===== src/rtl/csia_pkg.sv =====
// Shared types and constants of the checked signed integer ALU.
package csia_pkg;

  localparam int unsigned OP_W     = 3;
  localparam int unsigned ST_W     = 2;
  localparam int unsigned FIELD_W  = 64;

  typedef enum logic [OP_W-1:0] {
    OP_ABS = 3'd0,
    OP_ADD = 3'd1,
    OP_SUB = 3'd2,
    OP_MUL = 3'd3,
    OP_DIV = 3'd4,
    OP_REM = 3'd5,
    OP_NEG = 3'd6
  } opcode_t;

  typedef enum logic [ST_W-1:0] {
    ST_OK   = 2'd0,
    ST_OVF  = 2'd1,
    ST_DIV0 = 2'd2
  } status_t;

  // Control that travels down the cell chain beside the data.
  typedef struct packed {
    opcode_t op;
    logic    sa;
    logic    sb;
    logic    bzero;
    status_t st;
  } ctl_t;

endpackage


===== src/rtl/csia_back.sv =====
// Result stage: overflow and divide-by-zero checks, sign restore and the output register.
module csia_back #(
  parameter int unsigned W = 64
) (
  input  logic                            clk,
  input  logic                            rst_n,
  input  logic                            adv,
  input  logic                            valid_i,
  input  csia_pkg::ctl_t                  ctl_i,
  input  logic [W-1:0]                    simple_i,
  input  logic [2*W-1:0]                  acc_i,
  input  logic [W-1:0]                    q_i,
  input  logic [W-1:0]                    rem_i,
  output logic                            valid_r,
  output logic [csia_pkg::FIELD_W-1:0]    result_r,
  output logic [csia_pkg::ST_W-1:0]       status_r
);
  import csia_pkg::*;

  logic [W-1:0] lim, hi, lo, r;
  logic         neg;
  status_t      st;

  assign lim = {1'b1, {(W-1){1'b0}}};
  assign hi  = acc_i[2*W-1:W];
  assign lo  = acc_i[W-1:0];
  assign neg = ctl_i.sa ^ ctl_i.sb;

  always_comb begin
    st = ST_OK;
    r  = '0;
    case (ctl_i.op)
      OP_MUL: begin
        if (hi != '0 || lo > (neg ? lim : lim - 1'b1)) st = ST_OVF;
        else r = neg ? ('0 - lo) : lo;
      end
      OP_DIV: begin
        if (ctl_i.bzero) st = ST_DIV0;
        else if (!neg && q_i[W-1]) st = ST_OVF;
        else r = neg ? ('0 - q_i) : q_i;
      end
      OP_REM: begin
        if (ctl_i.bzero) st = ST_DIV0;
        else r = ctl_i.sa ? ('0 - rem_i) : rem_i;
      end
      default: begin
        st = ctl_i.st;
        r  = simple_i;
      end
    endcase
    if (st != ST_OK) r = '0;
  end

  always_ff @(posedge clk) begin
    if (!rst_n) begin
      valid_r <= 1'b0;
    end else if (adv) begin
      valid_r <= valid_i;
    end
  end

  always_ff @(posedge clk) begin
    if (adv) begin
      result_r <= FIELD_W'($signed(r));
      status_r <= st;
    end
  end
endmodule


===== config.mk =====
export PLATFORM = sky130hd
export DESIGN_NAME = csia_back
export DESIGN_NICKNAME = d
export VERILOG_FILES = /design/src/rtl/csia_pkg.sv /design/src/rtl/csia_back.sv
export SDC_FILE = /design/constraint.sdc
export NUM_CORES = 1
export LEC_CHECK = 0
export BUFFER_PORTS_ARGS = -buffer_cell sky130_fd_sc_hd__buf_2
export CORE_AREA = 8 8 151 153
export CTS_CLUSTER_SIZE = 28
export DETAILED_ROUTE_END_ITERATION = 12
export DIE_AREA = 0 0 159 161
export PLACE_DENSITY = 0.9
export SLEW_MARGIN = 10
export SYNTH_ARGS = -nofsm -noshare
export SYNTH_HDL_FRONTEND = slang
export SYNTH_SLANG_ARGS = --single-unit
export TNS_END_PERCENT = 5

===== constraint.sdc =====
create_clock -name clk -period 7.5 [get_ports clk]
set_clock_uncertainty 0.1 [all_clocks]
set_input_delay 0.375 -clock clk [delete_from_list [all_inputs] [get_ports clk]]
set_output_delay 0.375 -clock clk [all_outputs]
set_load 0.02 [all_outputs]

Word level (Yosys, flattened, before mapping)

Index checks and enable logic that the tools add are counted.

$add $sub $neg: 3
Multipliers: 0
Div/mod/pow operators: 0
Order comparisons: 1
Equality and inequality tests: 3
Shift operators: 0
Mux-type cells: 14
Bitwise gates (word level): 1
Reduce and logical (&&, ||, !) cells: 5

Operators by type and width:

| operator                                            | count |
|---|---|
| two-way mux 64 bit                                  | 8 |
| case mux 64 bit (3 select lines)                    | 1 |
| subtractor 1 x 64 -> 64 bit, first input constant   | 3 |
| greater-than comparator 64 bit                      | 1 |
| nonzero test 64 bit                                 | 1 |
| equality test 3 bit, second input constant          | 2 |
| case mux 2 bit (3 select lines)                     | 1 |
| two-way mux 2 bit                                   | 2 |
| equality test 3 x 2 -> 1 bit, second input constant | 1 |
| two-way mux 1 bit                                   | 2 |
| nonzero test 2 bit                                  | 1 |
| logical AND 1 bit                                   | 1 |
| logical NOT 1 bit                                   | 1 |
| logical OR 1 bit                                    | 1 |
| XOR 1 bit                                           | 1 |

Register bits after elaboration: 67
Bits in latches: 0
RAM bits: 0
ROM bits: 0
Output and inout bits: 67
Word-level logic and storage cells: 30
Memories: 0

Logic depth before layout (Yosys ltp)

Word-level depth: 7
Mapped depth: 16
Mapped depth without buffers: 11

Least setup slack after synthesis

Ideal clock, no wire load.

Kind: input to register
From: input ctl_i[4] in the netlist's numbering
To: register result_r[18] in the netlist's numbering, data pin
Setup time: 0.270 ns
Arrival time: 4.912 ns
Path slack: 2.218 ns
Cell stages on the path: 14
Path through: buf_2 xnor2_2 inv_2 clkbuf_1 clkbuf_1 ha_1 nand4_1 or4_1 a41o_1 a21oi_1 o21ai_1 o211ai_2 clkbuf_1 nor3_1

Longest elaborated chain between the ends: 7
Elaborated cells between the ends (all ways): 19
Classes of those cells: 1 x order compare; 13 x mux; 1 x bitwise; 4 x reduce/logical

Ends and longest elaborated chain:

| element                                                                    | line                             | RTL |
|---|---|---|
| from (decl)                                                                | csia_back.sv:9                   | `input csia_pkg::ctl_t ctl_i,` |
| XOR 1 bit                                                                  | csia_back.sv:27                  | `assign neg = ctl_i.sa ^ ctl_i.sb;` |
| two-way mux 64 bit / logical NOT 1 bit (equally long branches)             | csia_back.sv:34, csia_back.sv:39 |  |
| greater-than comparator 64 bit / logical AND 1 bit (equally long branches) | csia_back.sv:34, csia_back.sv:39 |  |
| logical OR 1 bit / two-way mux 1 bit (equally long branches)               | csia_back.sv:34, csia_back.sv:39 |  |
| two-way mux 1 bit / two-way mux 2 bit (equally long branches)              | csia_back.sv:34, csia_back.sv:38 |  |
| case mux 2 bit (3 select lines)                                            | csia_back.sv:32                  | `case (ctl_i.op)` |
| nonzero test 2 bit                                                         | csia_back.sv:51                  | `if (st != ST_OK) r = '0;` |
| to (signal assigned)                                                       | csia_back.sv:64                  | `result_r <= FIELD_W'($signed(r));` |
| to (decl)                                                                  | csia_back.sv:15                  | `output logic [csia_pkg::FIELD_W-1:0] result_r,` |

Several ways; a longest one is shown, not always the timed one.
A chain may end at the register's enable or synchronous reset.

Final worst setup path

From: input ctl_i[4] in the netlist's numbering
To: register result_r[53] in the netlist's numbering, data pin

The elaborated chain is that of the path after synthesis.

==> run_summary.xml <==
<?xml version="1.0" encoding="UTF-8"?>
<metrics>
  <group name="outcome">
    <metric name="run_status" unit="">finished clean</metric>
  </group>
  <group name="critical_path">
    <metric name="crit-reg2reg-launch" unit="">valid_r</metric>
    <metric name="critPathMaxFanout" unit="">54</metric>
    <metric name="setup.worst_path.start" unit="">ctl_i[4]</metric>
    <metric name="kind_of_critical_path" unit="">primary input to flop</metric>
    <metric name="worst-endpoint-required" unit="ns">7.47</metric>
    <metric name="critPathLaunchType" unit="">primary input</metric>
    <metric name="timing.critical_path.to_type" unit="">flop</metric>
    <metric name="worst-endpoint-arrival" unit="ns">5.26</metric>
  </group>
  <group name="power">
    <metric name="cellLeakagePower" unit="nW">4.76</metric>
    <metric name="vdd_ir_drop_max" unit="mV">0.104</metric>
    <metric name="powerDensity" unit="nW/um^2">130</metric>
  </group>
  <group name="clock_tree">
    <metric name="cts-htree-levels" unit="">3</metric>
    <metric name="numCtsBuffers" unit="">9</metric>
    <metric name="worstSkewPairLatency" unit="ns">0.33</metric>
    <metric name="cts.path.max_buffers" unit="">2</metric>
    <metric name="cts-root-buf" unit="">sky130_fd_sc_hd__clkbuf_16</metric>
    <metric name="cts_setup_buffers" unit="">0</metric>
    <metric name="worst_setup_hold_path_clk_slew" unit="ns">0.06</metric>
    <metric name="cts_repair_resize_count" unit="">0</metric>
    <metric name="cts_hold_buffers" unit="">0</metric>
    <metric name="clock_sink_count" unit="">67</metric>
    <metric name="tritoncts" unit="">done</metric>
  </group>
  <group name="place">
    <metric name="place_worst_setup_slack" unit="ns">1.91</metric>
    <metric name="globalplace.congestion" unit="">0.977</metric>
    <metric name="count_of_buffers_from_port_buffering" unit="">398</metric>
    <metric name="detailed_place_hpwl" unit="um">35900</metric>
  </group>
  <group name="floorplanning">
    <metric name="core.rowCount" unit="">53</metric>
    <metric name="design.core.area" unit="um^2">20600</metric>
    <metric name="die-area" unit="um^2">25600</metric>
    <metric name="die_w" unit="um">159</metric>
    <metric name="ioPinCount" unit="">399</metric>
    <metric name="die_y" unit="um">161</metric>
    <metric name="floorplan.initialDensity" unit="%">46.6</metric>
  </group>
  <group name="yosys">
    <metric name="synth_compound_gate_area_share" unit="%">25.9</metric>
    <metric name="synthesis.nets" unit="">1590</metric>
    <metric name="yosys.area_share.xor_xnor" unit="%">17.3</metric>
    <metric name="synth.ff_latch_count" unit="">67</metric>
    <metric name="syn_area_per_cell" unit="um^2">8.04</metric>
    <metric name="muxShareOfSynthArea" unit="%">0.326</metric>
    <metric name="number_of_synthesized_flops_with_an_enable_pin" unit="">66</metric>
    <metric name="yosys.area_share.adder" unit="%">8.59</metric>
    <metric name="yosys.cell_types.count" unit="">73</metric>
    <metric name="proportion_of_synthesized_flip_flops_having_asynchronous_set_or_reset" unit="%">0</metric>
    <metric name="synth_area" unit="um^2">9590</metric>
    <metric name="synth.area.top_cells" unit="">sky130_fd_sc_hd__edfxtp_1, sky130_fd_sc_hd__xor2_1, sky130_fd_sc_hd__ha_1, sky130_fd_sc_hd__xnor2_1, sky130_fd_sc_hd__a21oi_1</metric>
    <metric name="post_synth_simple_gate_area" unit="%">23.0</metric>
    <metric name="synth.yosys.warnings" unit="">0</metric>
    <metric name="synth_top_area_cell" unit="">sky130_fd_sc_hd__edfxtp_1</metric>
    <metric name="post-synth-top-area-fraction" unit="%">20.7</metric>
    <metric name="netlist_instances" unit="">1193</metric>
    <metric name="largest_family_of_logic_cells_by_synthesized_area" unit="">compound AO/OA/AOI/OAI gates</metric>
    <metric name="yosys_most_used_dff" unit="">sky130_fd_sc_hd__edfxtp_1</metric>
    <metric name="synth.yosys.seq_area_share" unit="%">20.9</metric>
  </group>
  <group name="detailed_routing">
    <metric name="wl" unit="um">43900</metric>
    <metric name="route.antenna.remaining_nets" unit="">0</metric>
    <metric name="via_count" unit="">11800</metric>
    <metric name="detail_route.iter0.violations" unit="">1521</metric>
    <metric name="detail_route.wl_per_cell" unit="um">24.1</metric>
    <metric name="drt_pass1_iterations" unit="">8</metric>
    <metric name="drt_drc_violations_left" unit="">0</metric>
    <metric name="avgViaCountPerCell" unit="">6.47</metric>
  </group>
  <group name="timing">
    <metric name="setup_total_negative_slack" unit="ns">0</metric>
    <metric name="worst_hold_slack" unit="ns">0.162</metric>
    <metric name="final_min_period_over_clock_period" unit="%">70.7</metric>
    <metric name="worst_slew_margin_rel" unit="%">35.0</metric>
    <metric name="final-hold-violation-count" unit="">0</metric>
    <metric name="maxSlewViolCount" unit="">0</metric>
    <metric name="worst_pin_slew" unit="ns">0.967</metric>
    <metric name="maxClockFrequency" unit="MHz">189</metric>
    <metric name="layout_setup_ws" unit="ns">2.20</metric>
    <metric name="report.final.setup_viol" unit="">0</metric>
    <metric name="final.min_clock_period" unit="ns">5.30</metric>
    <metric name="grt_setup_unrepaired" unit="">false</metric>
  </group>
  <group name="global_route">
    <metric name="groute.usage.overall" unit="%">32.2</metric>
    <metric name="globalRoute.totalOverflow" unit="">0</metric>
    <metric name="grt_first_pass_wirelength" unit="um">65800</metric>
    <metric name="vias_in_the_first_global_route" unit="">11600</metric>
    <metric name="maximum_number_of_pins_on_one_net_before_global_route_repair" unit="">71</metric>
    <metric name="antenna_found_initial" unit="">6</metric>
  </group>
  <group name="hold_path">
    <metric name="min-delay-path-class" unit="">primary input to flop</metric>
    <metric name="holdCritStartpoint" unit="">rst_n</metric>
  </group>
  <group name="job">
    <metric name="max_cap_violations" unit="">0</metric>
  </group>
  <group name="layout">
    <metric name="num-nets-final" unit="">1936</metric>
    <metric name="area_growth" unit="%">25.5</metric>
    <metric name="drive_above_1_share" unit="%">29.6</metric>
  </group>
</metrics>
## power by group
group	switching [mW]	internal (mW)
Clock	0.157	0.220
Combinational	0.442	0.276
Sequential	0.0196	0.453
## Yosys cell counts (4+ instances only)
library cell                 n
sky130_fd_sc_hd__or3_1      23
sky130_fd_sc_hd__a31oi_1    64
sky130_fd_sc_hd__a222oi_1    5
sky130_fd_sc_hd__clkbuf_1   57
sky130_fd_sc_hd__nand2_1    43
sky130_fd_sc_hd__o41ai_2     5
sky130_fd_sc_hd__o41ai_1    26
sky130_fd_sc_hd__inv_1      21
sky130_fd_sc_hd__nand2b_1   10
sky130_fd_sc_hd__nand4b_1    5
sky130_fd_sc_hd__ha_1       65
sky130_fd_sc_hd__xor2_1    105
sky130_fd_sc_hd__o21ai_1     4
sky130_fd_sc_hd__a21oi_1    89
sky130_fd_sc_hd__o221ai_1   34
sky130_fd_sc_hd__nand3_1    44
sky130_fd_sc_hd__nor3_1     76
sky130_fd_sc_hd__o21ai_0    39
sky130_fd_sc_hd__nor2_1    102
sky130_fd_sc_hd__o22ai_1     5
sky130_fd_sc_hd__buf_2      10
sky130_fd_sc_hd__edfxtp_1   66
sky130_fd_sc_hd__or4_1      21
sky130_fd_sc_hd__and2_1      4
sky130_fd_sc_hd__nand4_1    22
sky130_fd_sc_hd__buf_1       8
sky130_fd_sc_hd__nor4_1     36
sky130_fd_sc_hd__o31ai_1    33
sky130_fd_sc_hd__a211oi_1   10
sky130_fd_sc_hd__a21o_1      6
sky130_fd_sc_hd__xnor2_1    82
sky130_fd_sc_hd__a41oi_1     4
sky130_fd_sc_hd__a221oi_1   12
## through the flow
step	util, %	area [um^2]	power (mW)	instances
floorplan	-	9590	0.877	1193
global placement	57.2	11800	1.17	1803
detailed placement	57.2	11800	1.18	1803
CTS	58.5	12000	1.56	1819
global route	58.5	12000	1.64	1822
finish	58.5	12000	1.57	1823
## placed cells by master, fill, tap and decap left out, drive strengths merged, types with 23 or more instances in the layout
| master | synthesis | routed |
|---|---|---|
| ha | 65 | 65 |
| a21oi | 89 | 89 |
| a31oi | 64 | 64 |
| o221ai | 34 | 34 |
| nor3 | 79 | 79 |
| o31ai | 35 | 35 |
| nor2 | 103 | 103 |
| or3 | 23 | 23 |
| xnor2 | 83 | 83 |
| buf | 19 | 411 |
| o41ai | 31 | 31 |
| nand2 | 43 | 43 |
| nor4 | 40 | 40 |
| xor2 | 105 | 105 |
| edfxtp | 66 | 66 |
| o21ai | 44 | 44 |
| nand3 | 45 | 45 |
## critical path, cell delays in order
cell	delay (ns)
sky130_fd_sc_hd__buf_2	0.08
sky130_fd_sc_hd__buf_4	0.45
sky130_fd_sc_hd__xnor2_4	0.22
sky130_fd_sc_hd__clkinv_2	0.61
sky130_fd_sc_hd__buf_4	0.50
sky130_fd_sc_hd__ha_1	0.37
sky130_fd_sc_hd__nand4_1	0.16
sky130_fd_sc_hd__or4_1	0.58
sky130_fd_sc_hd__a41o_1	0.23
sky130_fd_sc_hd__a21oi_1	0.26
sky130_fd_sc_hd__o21ai_4	0.10
sky130_fd_sc_hd__o211ai_4	0.68
sky130_fd_sc_hd__buf_4	0.48
sky130_fd_sc_hd__nor3_1	0.11
## sequential cells by signal, summed over array words and instances (netlist names)
name      cells
status_r      2
result_r     64
valid_r       1
## per-layer routing
metal,vias to the layer above,wire length [um],GRT usage (%)
met5,-,35,0
met4,6,1960,15.8
met3,118,5230,8.12
met2,867,20100,52.4
met1,5438,16600,39.3
li1,5369,-,-
## path summary, 6_finish.rpt
kind,slack [ns],endpoint,depth (start not counted)
worst max-delay path,2.20,result_r[53],14
worst min-delay path,0.16,valid_r,2
worst max register to register,6.81,valid_r,2
worst min register to register,0.42,valid_r,2
## cell families (layout without fill, tap and decap cells)
logic type / after synthesis / in the layout
XOR/XNOR: 188 / 188
other: 0 / 4
adder cells (fa/ha/maj): 66 / 66
AND/OR/NAND/NOR: 413 / 413
flip-flops: 67 / 67
AO/OA/AOI/OAI: 358 / 358
multiplexers: 3 / 3
buffers and inverters: 98 / 449
## layout make-up
type	count	area, um^2
fillers	1892	8520
multi-input cells	1028	7240
repair buffers	411	2090
flip-flops and latches	67	2000
well taps	275	344
clock buffers	10	229
inverters	22	83.8
clock inverters	6	32.5
diodes	4	10.0
(Power assumes the default switching activity.)
