--- src/rtl/csia_pkg.sv ---
// Shared types and constants of the checked signed integer ALU.
package csia_pkg;

  localparam int unsigned OP_W     = 3;
  localparam int unsigned ST_W     = 2;
  localparam int unsigned FIELD_W  = 64;

  typedef enum logic [OP_W-1:0] {
    OP_ABS = 3'd0,
    OP_ADD = 3'd1,
    OP_SUB = 3'd2,
    OP_MUL = 3'd3,
    OP_DIV = 3'd4,
    OP_REM = 3'd5,
    OP_NEG = 3'd6
  } opcode_t;

  typedef enum logic [ST_W-1:0] {
    ST_OK   = 2'd0,
    ST_OVF  = 2'd1,
    ST_DIV0 = 2'd2
  } status_t;

  // Control that travels down the cell chain beside the data.
  typedef struct packed {
    opcode_t op;
    logic    sa;
    logic    sb;
    logic    bzero;
    status_t st;
  } ctl_t;

endpackage

--- src/rtl/csia_cell.sv ---
// One bit step of the shift-add multiplier and restoring divider.
module csia_cell #(
  parameter int unsigned W   = 64,
  parameter int unsigned IDX = 0
) (
  input  logic               clk,
  input  logic               rst_n,
  input  logic               adv,
  input  logic               valid_i,
  input  csia_pkg::ctl_t     ctl_i,
  input  logic [W-1:0]       ma_i,
  input  logic [W-1:0]       mb_i,
  input  logic [W-1:0]       simple_i,
  input  logic [2*W-1:0]     acc_i,
  input  logic [W-1:0]       q_i,
  input  logic [W-1:0]       rem_i,
  output logic               valid_r,
  output csia_pkg::ctl_t     ctl_r,
  output logic [W-1:0]       ma_r,
  output logic [W-1:0]       mb_r,
  output logic [W-1:0]       simple_r,
  output logic [2*W-1:0]     acc_r,
  output logic [W-1:0]       q_r,
  output logic [W-1:0]       rem_r
);
  logic [2*W-1:0] acc_nxt;
  logic [W:0]     trial, diff;
  logic           qbit;
  logic [W-1:0]   rem_nxt;

  // The multiplier adds the multiplicand magnitude for each set multiplier bit, MSB first.
  assign acc_nxt = {acc_i[2*W-2:0], 1'b0} +
                   (mb_i[IDX] ? {{W{1'b0}}, ma_i} : {(2*W){1'b0}});
  assign trial   = {rem_i, ma_i[IDX]};
  assign diff    = trial - {1'b0, mb_i};
  assign qbit    = ~diff[W];
  assign rem_nxt = qbit ? diff[W-1:0] : trial[W-1:0];

  always_ff @(posedge clk) begin
    if (!rst_n) begin
      valid_r <= 1'b0;
    end else if (adv) begin
      valid_r <= valid_i;
    end
  end

  always_ff @(posedge clk) begin
    if (adv) begin
      ctl_r    <= ctl_i;
      ma_r     <= ma_i;
      mb_r     <= mb_i;
      simple_r <= simple_i;
      acc_r    <= acc_nxt;
      q_r      <= {q_i[W-2:0], qbit};
      rem_r    <= rem_nxt;
    end
  end
endmodule

--- config.mk ---
export PLATFORM = sky130hd
export DESIGN_NAME = csia_cell
export DESIGN_NICKNAME = d
export VERILOG_FILES = /design/src/rtl/csia_pkg.sv /design/src/rtl/csia_cell.sv
export SDC_FILE = /design/constraint.sdc
export NUM_CORES = 1
export LEC_CHECK = 0
export BUFFER_PORTS_ARGS = -buffer_cell sky130_fd_sc_hd__buf_2
export CAP_MARGIN = 20
export CELL_PAD_IN_SITES_DETAIL_PLACEMENT = 1
export CELL_PAD_IN_SITES_GLOBAL_PLACEMENT = 2
export CORE_AREA = 2 2 358 360
export DETAILED_ROUTE_END_ITERATION = 8
export DIE_AREA = 0 0 360 362
export PLACE_DENSITY_LB_ADDON = 0.1
export SLEW_MARGIN = 20
export SYNTH_ARGS = -nofsm -noshare
export SYNTH_HDL_FRONTEND = slang
export SYNTH_SLANG_ARGS = --single-unit
export TNS_END_PERCENT = 30
--- constraint.sdc ---
create_clock -name clk -period 5.4 [get_ports clk]
set_clock_uncertainty 0.05 [all_clocks]
set_input_delay 0.54 -clock clk [delete_from_list [all_inputs] [get_ports clk]]
set_output_delay 0.54 -clock clk [all_outputs]
set_load 0.05 [all_outputs]
; Word level (Yosys, flattened, before mapping)
; Index checks and enable logic that the tools add are counted.
[word_totals]
elab_cells = 17
output_inout_bits = 457
input_bits = 460
reg_bits = 457
[op_classes]
bitwise = 1
n_mux = 2
add_sub_neg = 2
[ops]
columns = operator, n
row1 = adder 128 x 64 -> 128 bit, 1
row2 = 2-to-1 mux 64 bit, 2
row3 = subtractor 65 x 64 -> 65 bit, 1
row4 = NOT 1 bit, 1

; Logic depth before layout (Yosys ltp)
; Gate-level depths: netlist (run 1).
[depth]
depth_word = 2
ltp_mapped = 16
mapped_depth_nobuf = 14

; Worst setup path before layout (run 1)
; Ideal clock, no wire load.
[synth_path]
kind = input-to-reg
start = input mb_i[0]
end = register acc_r[113], data pin
required_time_ns = 5.092
path_slack_ns = 1.363
n_path_buf = 3
cell_stages = 15
arrival_ns = 3.729
setup_ns = 0.258
path_cell_list = clkbuf_1 clkbuf_1 and2_1 ha_1 a21oi_1 nor2b_1 o311a_1 o2111ai_2 or4b_1 a2111oi_2 nor3b_1 o21ai_2 buf_2 nand4_1 xnor2_1
[synth_via]
elab_chain_cells = 2
[synth_rtl]
columns = element, line_no
row1 = from (decl), csia_cell.sv:12  ; input logic [W-1:0] mb_i,
row2 = 2-to-1 mux 64 bit, csia_cell.sv:33  ; (mb_i[IDX] ? {{W{1'b0}}, ma_i} : {(2*W){1'b0}});
row3 = adder 128 x 64 -> 128 bit, csia_cell.sv:32  ; assign acc_nxt = {acc_i[2*W-2:0], 1'b0} +
row4 = named net acc_nxt[113], csia_cell.sv:26  ; logic [2*W-1:0] acc_nxt;
row5 = to (signal assigned), csia_cell.sv:53  ; acc_r <= acc_nxt;
row6 = to (decl), csia_cell.sv:22  ; output logic [2*W-1:0] acc_r,
; The timed path passes the listed nets, and every way through them passes these cells.
; A chain may end at the register's enable or synchronous reset.

; Worst setup path after layout (run 1)
[layout_path]
start = input ma_i[1]
end = register acc_r[109], data pin
[layout_via]
elab_chain_cells = 2
[layout_rtl]
columns = element, line_no
row1 = from (decl), csia_cell.sv:11  ; input logic [W-1:0] ma_i,
row2 = 2-to-1 mux 64 bit, csia_cell.sv:33
row3 = adder 128 x 64 -> 128 bit, csia_cell.sv:32
row4 = named net acc_nxt[109], csia_cell.sv:26
; The timed path passes the listed nets, and every way through them passes these cells.

==> flow_summary.yaml, run 1 <==
synth:
  yosysSeqAreaShare_pct: 56.5
  syn-cell-area_um2: 24300
  synthCells: 2058
  syn_nets: 2647
  postSynthAreaPerCell_um2: 11.8
  synth-seq-cells: 457
  synthFlopType: "edfxtp_1"
  synth.distinct_cells: 70
  synthArstFlopShare_pct: 0
  synth_edf_count: 456
  yosys_warnings: 0
setup_path:
  crit_chain: "dlygate4sd3_1, buf_2, and2_1, ha_1, fa_1, a21oi_1, nor2_1, o311a_1, o2111ai_2, or4b_1, a2111oi_2, nor3b_1, o21ai_2, buf_12, nor4b_1, xor2_1"
  cp.buffers_inverters: 3
  path_delay_family: "simple AND/OR/NAND/NOR gates"
  r2r_cells: 2
  crit_fanout: 17
  r2r-end: "valid_r"
  worstReg2RegStart: "valid_r"
  path_class: "in2reg"
  reg2reg_slack_ns: 4.75
  max_stage_delay_ns: 0.67
  startpoint_type: "primary input"
  endpoint_kind: "register"
  cp_slowest_cell: "a2111oi_2"
  worstPathArrival_ns: 5.22
  worstPathRequired_ns: 5.74
power:
  power_uw: 12000
  leakagePower_uw: 0.0149
  ir_worst_vdd_v: 0.000228
  power_density_nw_per_um2: 340
run:
  maxCapViolCount: 0
placement:
  io_buffers: 914
  placed_cell_area_um2: 30900
  dp_hpwl_mm: 93.4
  gp_congestion: 0.816
sta:
  timing.fmax_mhz: 205
  setup_viol: 0
  finalSetupTns_ns: 0
  relSlewSlack_pct: 40.9
  final-hold-violation-count: 0
  slew_viol_final: 0
  rsz0062_at_grt: "no"
  min_period_ns: 4.88
  worst_slew_pin_slew_ns: 0.876
  fin_crit_sh_pct: 90.4
hold_path:
  hold_depth: 1
  min_path_type: "in2reg"
  whs_endpoint: "ma_r[44]"
  min_from: "ma_i[44]"
floorplan:
  dieArea_um2: 130000
  core_um2: 127000
  row_count: 131
  die_w_um: 360
  dieHeight_um: 362
  initial_core_util_pct: 19.2
  ios: 917
global_route:
  antenna_found_initial: 42
  grt_start_max_net_pins: 119
  grt_pass1_wl_mm: 164
  first_global_vias: 23100
  grt_usage_pct: 17.0
  overflow: 0
drt:
  drc: 0
  wl_mm: 114
  drt-initial-drc-count: 957
  drtPass1Iterations: 5
  antenna_left: 0
  routedWlPerCell_um: 23.1
  viasPerCell: 4.30
  num_vias: 21200
finish:
  area_delta_synth_final_pct: 45.4
  drive_above_1_share_pct: 34.0
  nets: 3810
  layout_common_cells: "913 x buf_2, 456 x edfxtp_1, 238 x dlygate4sd3_1"
  layout_commonest_cell: "buf_2"
  design_area_um2: 35300
  utilization_pct: 27.9
clocking:
  clock_path_buffers: 3
  cts-root-buf: "clkbuf_16"
  insertion_delay_ns: 0.65
  cts_resized: 0
  h-tree-depth: 2
  clkSlewWorstSetupHoldPaths_ns: 0.06
  cts_buffers: 60
  cts_sinks: 457
  cts_hold_buf: 238
  cts_setup_buffers: 0
  cts_tree: "yes"
outcome:
  status: "finished clean"
-- routing by layer --
| layer | global-route usage (%) | vias up | part of all wire [%] |
|---|---|---|---|
| li1 | - | 10100 | - |
| met1 | 20.0 | 10300 | 41 |
| met2 | 29.2 | 637 | 49 |
| met3 | 5.50 | 169 | 7.2 |
| met4 | 5.22 | 38 | 2.7 |
| met5 | 0 | - | 0.21 |
-- sequential cells by signal, summed over array words and instances, names as in the netlist --
| register | cells |
|---|---|
| acc_r | 128 |
| ctl_r | 8 |
| ma_r | 64 |
| mb_r | 64 |
| q_r | 64 |
| rem_r | 64 |
| simple_r | 64 |
| valid_r | 1 |
-- worst max path at each step --
stage,from,to,slack [ns],cells past startpoint
floorplan,mb_i[0],acc_r[113],1.36,15
global placement,mb_i[0],acc_r[101],0.34,15
detailed placement,mb_i[0],acc_r[109],0.27,15
CTS,ma_i[1],acc_r[109],0.55,16
global route,ma_i[1],acc_r[109],0.28,16
finish,ma_i[1],acc_r[109],0.52,16
-- per-stage QoR --
| stage | setup WS [ns] | hold slack (ns) | std cells |
|---|---|---|---|
| finish | 0.519 | 0.0528 | 4946 |
| global route | 0.276 | 0.0161 | 4942 |
| CTS | 0.548 | 0.000266 | 4934 |
| detailed placement | 0.269 | 0.469 | 4583 |
| global placement | 0.345 | 0.448 | 4583 |
| floorplan | 1.36 | 0.589 | 2058 |
-- logic make-up (layout without fill, tap and decap cells) --
group                      after synthesis  after routing  synth area share, %
and+or+nand+nor                        599            599                 12.7
AOI/OAI and AO/OA                      460            460                 12.0
DFF                                    457            457                 56.5
xor gates and xnor gates               181            181                 6.61
buffers and inverters                  174           1388                 2.85
adders and majority gates              129            129                 6.71
muxes                                   58             58                 2.67
other                                    0             12                    0
-- power breakdown --
group | switching [uW] | leakage (uW) | internal (uW)
Clock | 1740 | 0.000953 | 2350
Sequential | 106 | 0.00447 | 4350
Combinational | 2470 | 0.00943 | 981
-- cell usage after synthesis, drive strengths merged (5+ instances only) --
master	n	share of area (%)
edfxtp	456	56
a21oi	157	3.3
nand2	144	2.2
ha	127	6.5
nor2	104	1.6
xnor2	104	3.8
inv	99	1.5
o21ai	91	1.9
xor2	77	2.8
a21o	73	2.3
and2	71	1.8
nand4	70	1.8
clkbuf	61	0.94
mux2	55	2.6
nand3	53	1.1
nor3	38	0.78
and3	24	0.62
a211oi	19	0.59
o21bai	19	0.59
nand2b	18	0.46
nor4	18	0.46
nor2b	17	0.44
a31oi	14	0.36
buf	14	0.38
and4	12	0.43
o21a	12	0.37
a21boi	11	0.34
o211ai	10	0.31
or2	8	0.21
a221oi	6	0.22
a31o	6	0.22
o41ai	6	0.28
or3	6	0.15
or4	6	0.19
a2111oi	5	0.21
o31ai	5	0.15
-- final cells by class --
cell class,count,area (um2)
tap,1662,2080
clock inverter,45,478
timing repair buffer,1176,7210
fill,14300,91400
sequential,457,13700
antenna,12,30.0
inverter,99,372
multi-input combinational,1427,9890
clock buffer,68,1530
-- worst reg2reg max path, delay by kind of cell (launching register included) --
family / cells / cell delay [ns]
mux: 1 / 0.13
simple gates: 1 / 0.06
flops: 1 / 0.30
Power figures use the tool's default switching activity.
==> run 2: changes to the inputs <==
Settings changed: CORE_AREA 2 2 358 360 to 2 2 355 357, DIE_AREA 0 0 360 362 to 0 0 357 359.
Clock period 5.4 ns to 4 ns, I/O delays scaled along.
==> run 2 against run 1 <==
Effect of this change:
- register-to-register slack worse by 1.9 ns
- flip-flop and latch count stayed put
- worst setup slack worse by 0.40 ns
- clock-buffer cell count rose by 1
- final area rose by 9.7%
- final cell count is 7.8% higher
- clock power increased by 36%
- sequential share of layout area down 3.4 points
- utilization increased by 3.2 points
- global-route usage up 1.3 points
- non-clock buffer count increased by 400
- hold slack improved by 0.0017 ns
- critical endpoint is now rem_r[33]
- largest cell class unchanged
==> flow_summary.yaml, run 2 (synthesized netlist as in run 1, its figures left out) <==
sta:
  slew_viol_final: 0
  setup_viol: 0
  final-hold-violation-count: 0
  timing.fmax_mhz: 258
  worst_slew_pin_slew_ns: 0.867
  relSlewSlack_pct: 42.2
  fin_crit_sh_pct: 97.0
  setup_ws_ns: 0.120
  min_period_ns: 3.88
global_route:
  antenna_found_initial: 32
  grt_usage_pct: 18.2
  grt_pass1_wl_mm: 174
  overflow: 0
  grt_start_max_net_pins: 82
  first_global_vias: 25300
power:
  power_density_nw_per_um2: 433
  leakagePower_uw: 0.0168
  ir_worst_vdd_v: 0.000363
floorplan:
  die_w_um: 357
  dieHeight_um: 359
  initial_core_util_pct: 19.5
  row_count: 130
  dieArea_um2: 128000
  core_um2: 125000
  ios: 917
clocking:
  cts-root-buf: "clkbuf_16"
  cts_buffers: 60
  cts_sinks: 457
  h-tree-depth: 2
  insertion_delay_ns: 0.67
  clock_path_buffers: 3
  clkSlewWorstSetupHoldPaths_ns: 0.06
  cts_tree: "yes"
drt:
  num_vias: 22800
  antenna_left: 0
  viasPerCell: 4.28
  drt-initial-drc-count: 904
  routedWlPerCell_um: 22.6
  drc: 0
  drtPass1Iterations: 5
  wl_mm: 120
placement:
  placed_cell_area_um2: 33100
  io_buffers: 914
  gp_congestion: 0.832
  dp_hpwl_mm: 98.5
  place_ws_ns: -0.548
setup_path:
  path_delay_family: "simple AND/OR/NAND/NOR gates"
  crit_cells: 15
  cp.buffers_inverters: 5
  r2r_cells: 3
  path_class: "in2reg"
  endpoint_kind: "register"
  crit_fanout: 20
  crit_chain: "dlygate4sd3_1, buf_2, inv_1, ha_1, nand4_1, or4_4, or4_1, a31oi_4, o21ai_2, a22oi_2, a21oi_4, xnor2_4, buf_4, buf_12, mux2_2"
  worstPathRequired_ns: 4.33
  startpoint_type: "primary input"
  cp_slowest_cell: "or4_1"
  max_stage_delay_ns: 0.56
  worstPathArrival_ns: 4.21
finish:
  largest_reg_flops: 128
  design_area_um2: 38700
  area_delta_synth_final_pct: 59.5
  drive_above_1_share_pct: 38.4
  layout_commonest_cell: "buf_2"
  nets: 4210
  layout_common_cells: "913 x buf_2, 456 x edfxtp_1, 348 x dlygate4sd3_1"
  fill_cells: 14300
  regMostFlops: "acc_r"
hold_path:
  min_path_type: "in2reg"
  hold_depth: 2
run:
  maxCapViolCount: 0
outcome:
  status: "finished clean"
[run 2: cell count changes in the layout (fill, tap and decap cells not counted), moves of 3 or more]
cell | before | now
buf_12 | 5 | 12
dlygate4sd3_1 | 238 | 348
diode_2 | 12 | 9
clkinvlp_4 | 8 | 4
buf_4 | 19 | 300
clkinv_4 | 3 | 6
[run 2: timing repair]
action                     in CTS  in global routing
hold endpoints to repair      347                  0
setup buffers                   0                  7
gates resized for setup         0                 18
setup endpoints to repair       0                 86
hold buffers                  348                  0
[run 2: layout make-up]
class                      instances  area [um2]  area share, %
timing repair buffer            1576       10600           27.4
clock buffer                      69        1540           3.96
tap                             1650        2060           5.33
antenna                            9        22.5         0.0582
inverter                          99         372          0.960
sequential                       457       13700           35.4
multi-input combinational       1427        9960           25.7
clock inverter                    44         464           1.20
[run 2: power breakdown]
part | internal [uW] | switching (uW) | total (uW)
logic | 1700 | 3490 | 5190
clock network | 3160 | 2390 | 5550
registers | 5870 | 151 | 6020
[run 2: worst paths after layout]
path | from | endpoint | slack, ns
worst max-delay path | mb_i[29] | rem_r[33] | 0.12
worst min-delay path | rem_i[48] | rem_r[49] | 0.05
worst max register to register | valid_r | valid_r | 2.82
worst min register to register | valid_r | valid_r | 1.01
[run 2: metal layers]
metal / part of all wire [%] / vias up / track usage [%] / wire, um
met2: 49 / 673 / 32.1 / 59400
met4: 2.3 / 12 / 4.56 / 2780
met1: 42 / 11200 / 21.9 / 50500
met3: 6.5 / 129 / 4.70 / 7780
met5: 0.057 / - / 0 / 69
li1: - / 10800 / - / -
[run 2: through the flow]
| step | hold slack [ns] | power (uW) | std cells | setup TNS (ns) | util [%] |
|---|---|---|---|---|---|
| after global placement | 0.445 | 11000 | 4853 | -39.59 | 26.5 |
| final | 0.0545 | 16800 | 5331 | 0 | 31.1 |
| after CTS | 0.0000802 | 17000 | 5314 | 0 | 30.9 |
| after floorplan | 0.449 | 9070 | 2058 | 0 | - |
| after global routing | 0.0211 | 17500 | 5330 | -0.00984 | 31.1 |
| after detailed placement | 0.456 | 11000 | 4853 | -45.79 | 26.5 |
==> run 3: changes to the inputs <==
Settings changed: CORE_AREA 2 2 355 357 to 2 2 357 359, DIE_AREA 0 0 357 359 to 0 0 359 361, GPL_ROUTABILITY_DRIVEN set to 0.
Clock period 4 ns to 4.6 ns, I/O delays scaled along.
==> run 3 against run 2 <==
Effect of this change:
- sequential power fell by 13%
- critical endpoint is now acc_r[116]
- register-to-register slack improved by 0.59 ns
- worst setup slack improved by 0.097 ns
- clock-buffer cell count rose by 10
- die area rose by 1.1%
- highest routed layer unchanged
==> flow_summary.yaml, run 3 (synthesized netlist as in run 1, its figures left out) <==
outcome:
  status: "finished clean"
hold_path:
  min_path_type: "in2reg"
clocking:
  h-tree-depth: 3
  cts_setup_buffers: 0
  insertion_delay_ns: 0.65
  clock_path_buffers: 3
  cts_sinks: 457
  clkSlewWorstSetupHoldPaths_ns: 0.05
  cts_tree: "yes"
  cts_buffers: 66
  cts-root-buf: "clkbuf_16"
finish:
  layout_common_cells: "913 x buf_2, 456 x edfxtp_1, 266 x dlygate4sd3_1"
  fill_cells: 14200
  utilization_pct: 29.2
  drive_above_1_share_pct: 35.5
  regMostFlops: "acc_r"
  largest_reg_flops: 128
  layout_commonest_cell: "buf_2"
  final_cells: 5046
  nets: 3932
  area_delta_synth_final_pct: 50.6
sta:
  fin_crit_sh_pct: 95.3
  setup_viol: 0
  final-hold-violation-count: 0
  worst_slew_pin_slew_ns: 0.837
  slew_viol_final: 0
  timing.fmax_mhz: 228
  rsz0062_at_grt: "yes"
  finalSetupTns_ns: 0
  min_period_ns: 4.38
  relSlewSlack_pct: 44.2
  setup_ws_ns: 0.217
global_route:
  overflow: 0
  grt_pass1_wl_mm: 171
  grt_start_max_net_pins: 85
  antenna_found_initial: 40
  first_global_vias: 23900
  grt_usage_pct: 17.8
setup_path:
  max_stage_delay_ns: 0.61
  crit_fanout: 13
  crit_chain: "dlygate4sd3_1, buf_2, and2_1, ha_1, o21ai_0, o21ai_1, nand3_1, o21ai_0, nand3_1, a211oi_1, buf_4, o21ai_1, o41a_1, buf_12, buf_4, nor3_1, xor2_1"
  worstPathArrival_ns: 4.72
  cp_slowest_cell: "o21ai_0"
  worstPathRequired_ns: 4.93
  path_delay_family: "compound AO/OA/AOI/OAI gates"
  path_class: "in2reg"
  cp.buffers_inverters: 5
  endpoint_kind: "register"
  reg2reg_slack_ns: 3.41
  startpoint_type: "primary input"
run:
  maxCapViolCount: 0
floorplan:
  dieArea_um2: 130000
  row_count: 130
  initial_core_util_pct: 19.4
  die_w_um: 359
  dieHeight_um: 361
  core_um2: 125000
  ios: 917
drt:
  wl_mm: 118
  routedWlPerCell_um: 23.3
  viasPerCell: 4.30
  antenna_left: 0
  drc: 0
  num_vias: 21700
  drtPass1Iterations: 5
  drt-initial-drc-count: 1104
power:
  power_density_nw_per_um2: 406
  power_uw: 14900
  ir_worst_vdd_v: 0.000328
  leakagePower_uw: 0.0156
placement:
  place_ws_ns: -0.348
  dp_hpwl_mm: 96.4
  post-place-cells: 4659
  io_buffers: 914
-- run 3: cell count changes in the layout (fill, tap and decap cells not counted), moves of 3 or more --
cell / before / now
buf_4: 300 / 100
dlygate4sd3_1: 348 / 266
clkinv_1: 14 / 6
clkbuf_16: 61 / 66
bufinv_16: 6 / 10
clkbuf_1: 9 / 13
clkinv_4: 6 / 2
diode_2: 9 / 5
inv_16: 0 / 3
-- run 3: worst reg2reg max path: stages, from the launching register on --
cell and delay (ns):
dfxtp_1 0.30, mux2i_1 0.12, nor2b_1 0.06, dlygate4sd3_1 0.55
-- run 3: per-stage QoR --
step / cell area, um2 / hold slack (ns)
3_5_place_dp: 31600 / 0.474
4_1_cts: 36500 / 0.0000402
2_1_floorplan: 24300 / 0.509
3_3_place_gp: 31600 / 0.447
6_report: 36600 / 0.0624
5_1_grt: 36600 / 0.0107
-- run 3: layer usage --
layer  up-vias  routed length [um]  track usage [%]
li1      10300                   -                -
met1     10600               50400             21.8
met2       630               56500             30.2
met3       148                8470             6.01
met4        28                2270             4.25
met5         -                 186                0
-- run 3: path summary, 6_finish.rpt --
check	cells past startpoint	to	startpoint
max	17	acc_r[116]	ma_i[3]
min	1	mb_r[20]	mb_i[20]
max reg2reg	3	valid_r	valid_r
min reg2reg	3	valid_r	valid_r
-- run 3: repair_timing --
| item | CTS | global route |
|---|---|---|
| resized for setup | 0 | 4 |
| endpoints found under the setup margin | 0 | 8 |
| hold buffers | 266 | 0 |
| hold endpoints to repair | 265 | 0 |
-- run 3: power breakdown --
part | total, uW | internal, uW | switching (uW)
logic | 4200 | 1250 | 2950
clock network | 5420 | 3250 | 2160
registers | 5230 | 5110 | 125
total | 14900 | 9610 | 5240
-- run 3: final cells by class --
| cell class | count | area, um2 | area share, % |
|---|---|---|---|
| clock inverters | 37 | 569 | 1.56 |
| clock buffers | 79 | 1700 | 4.65 |
| inverters | 99 | 372 | 1.02 |
| well taps | 1650 | 2060 | 5.64 |
| multi-input cells | 1427 | 9910 | 27.1 |
| flip-flops and latches | 457 | 13700 | 37.5 |
| repair buffers | 1292 | 8240 | 22.5 |
| diodes | 5 | 12.5 | 0.0342 |
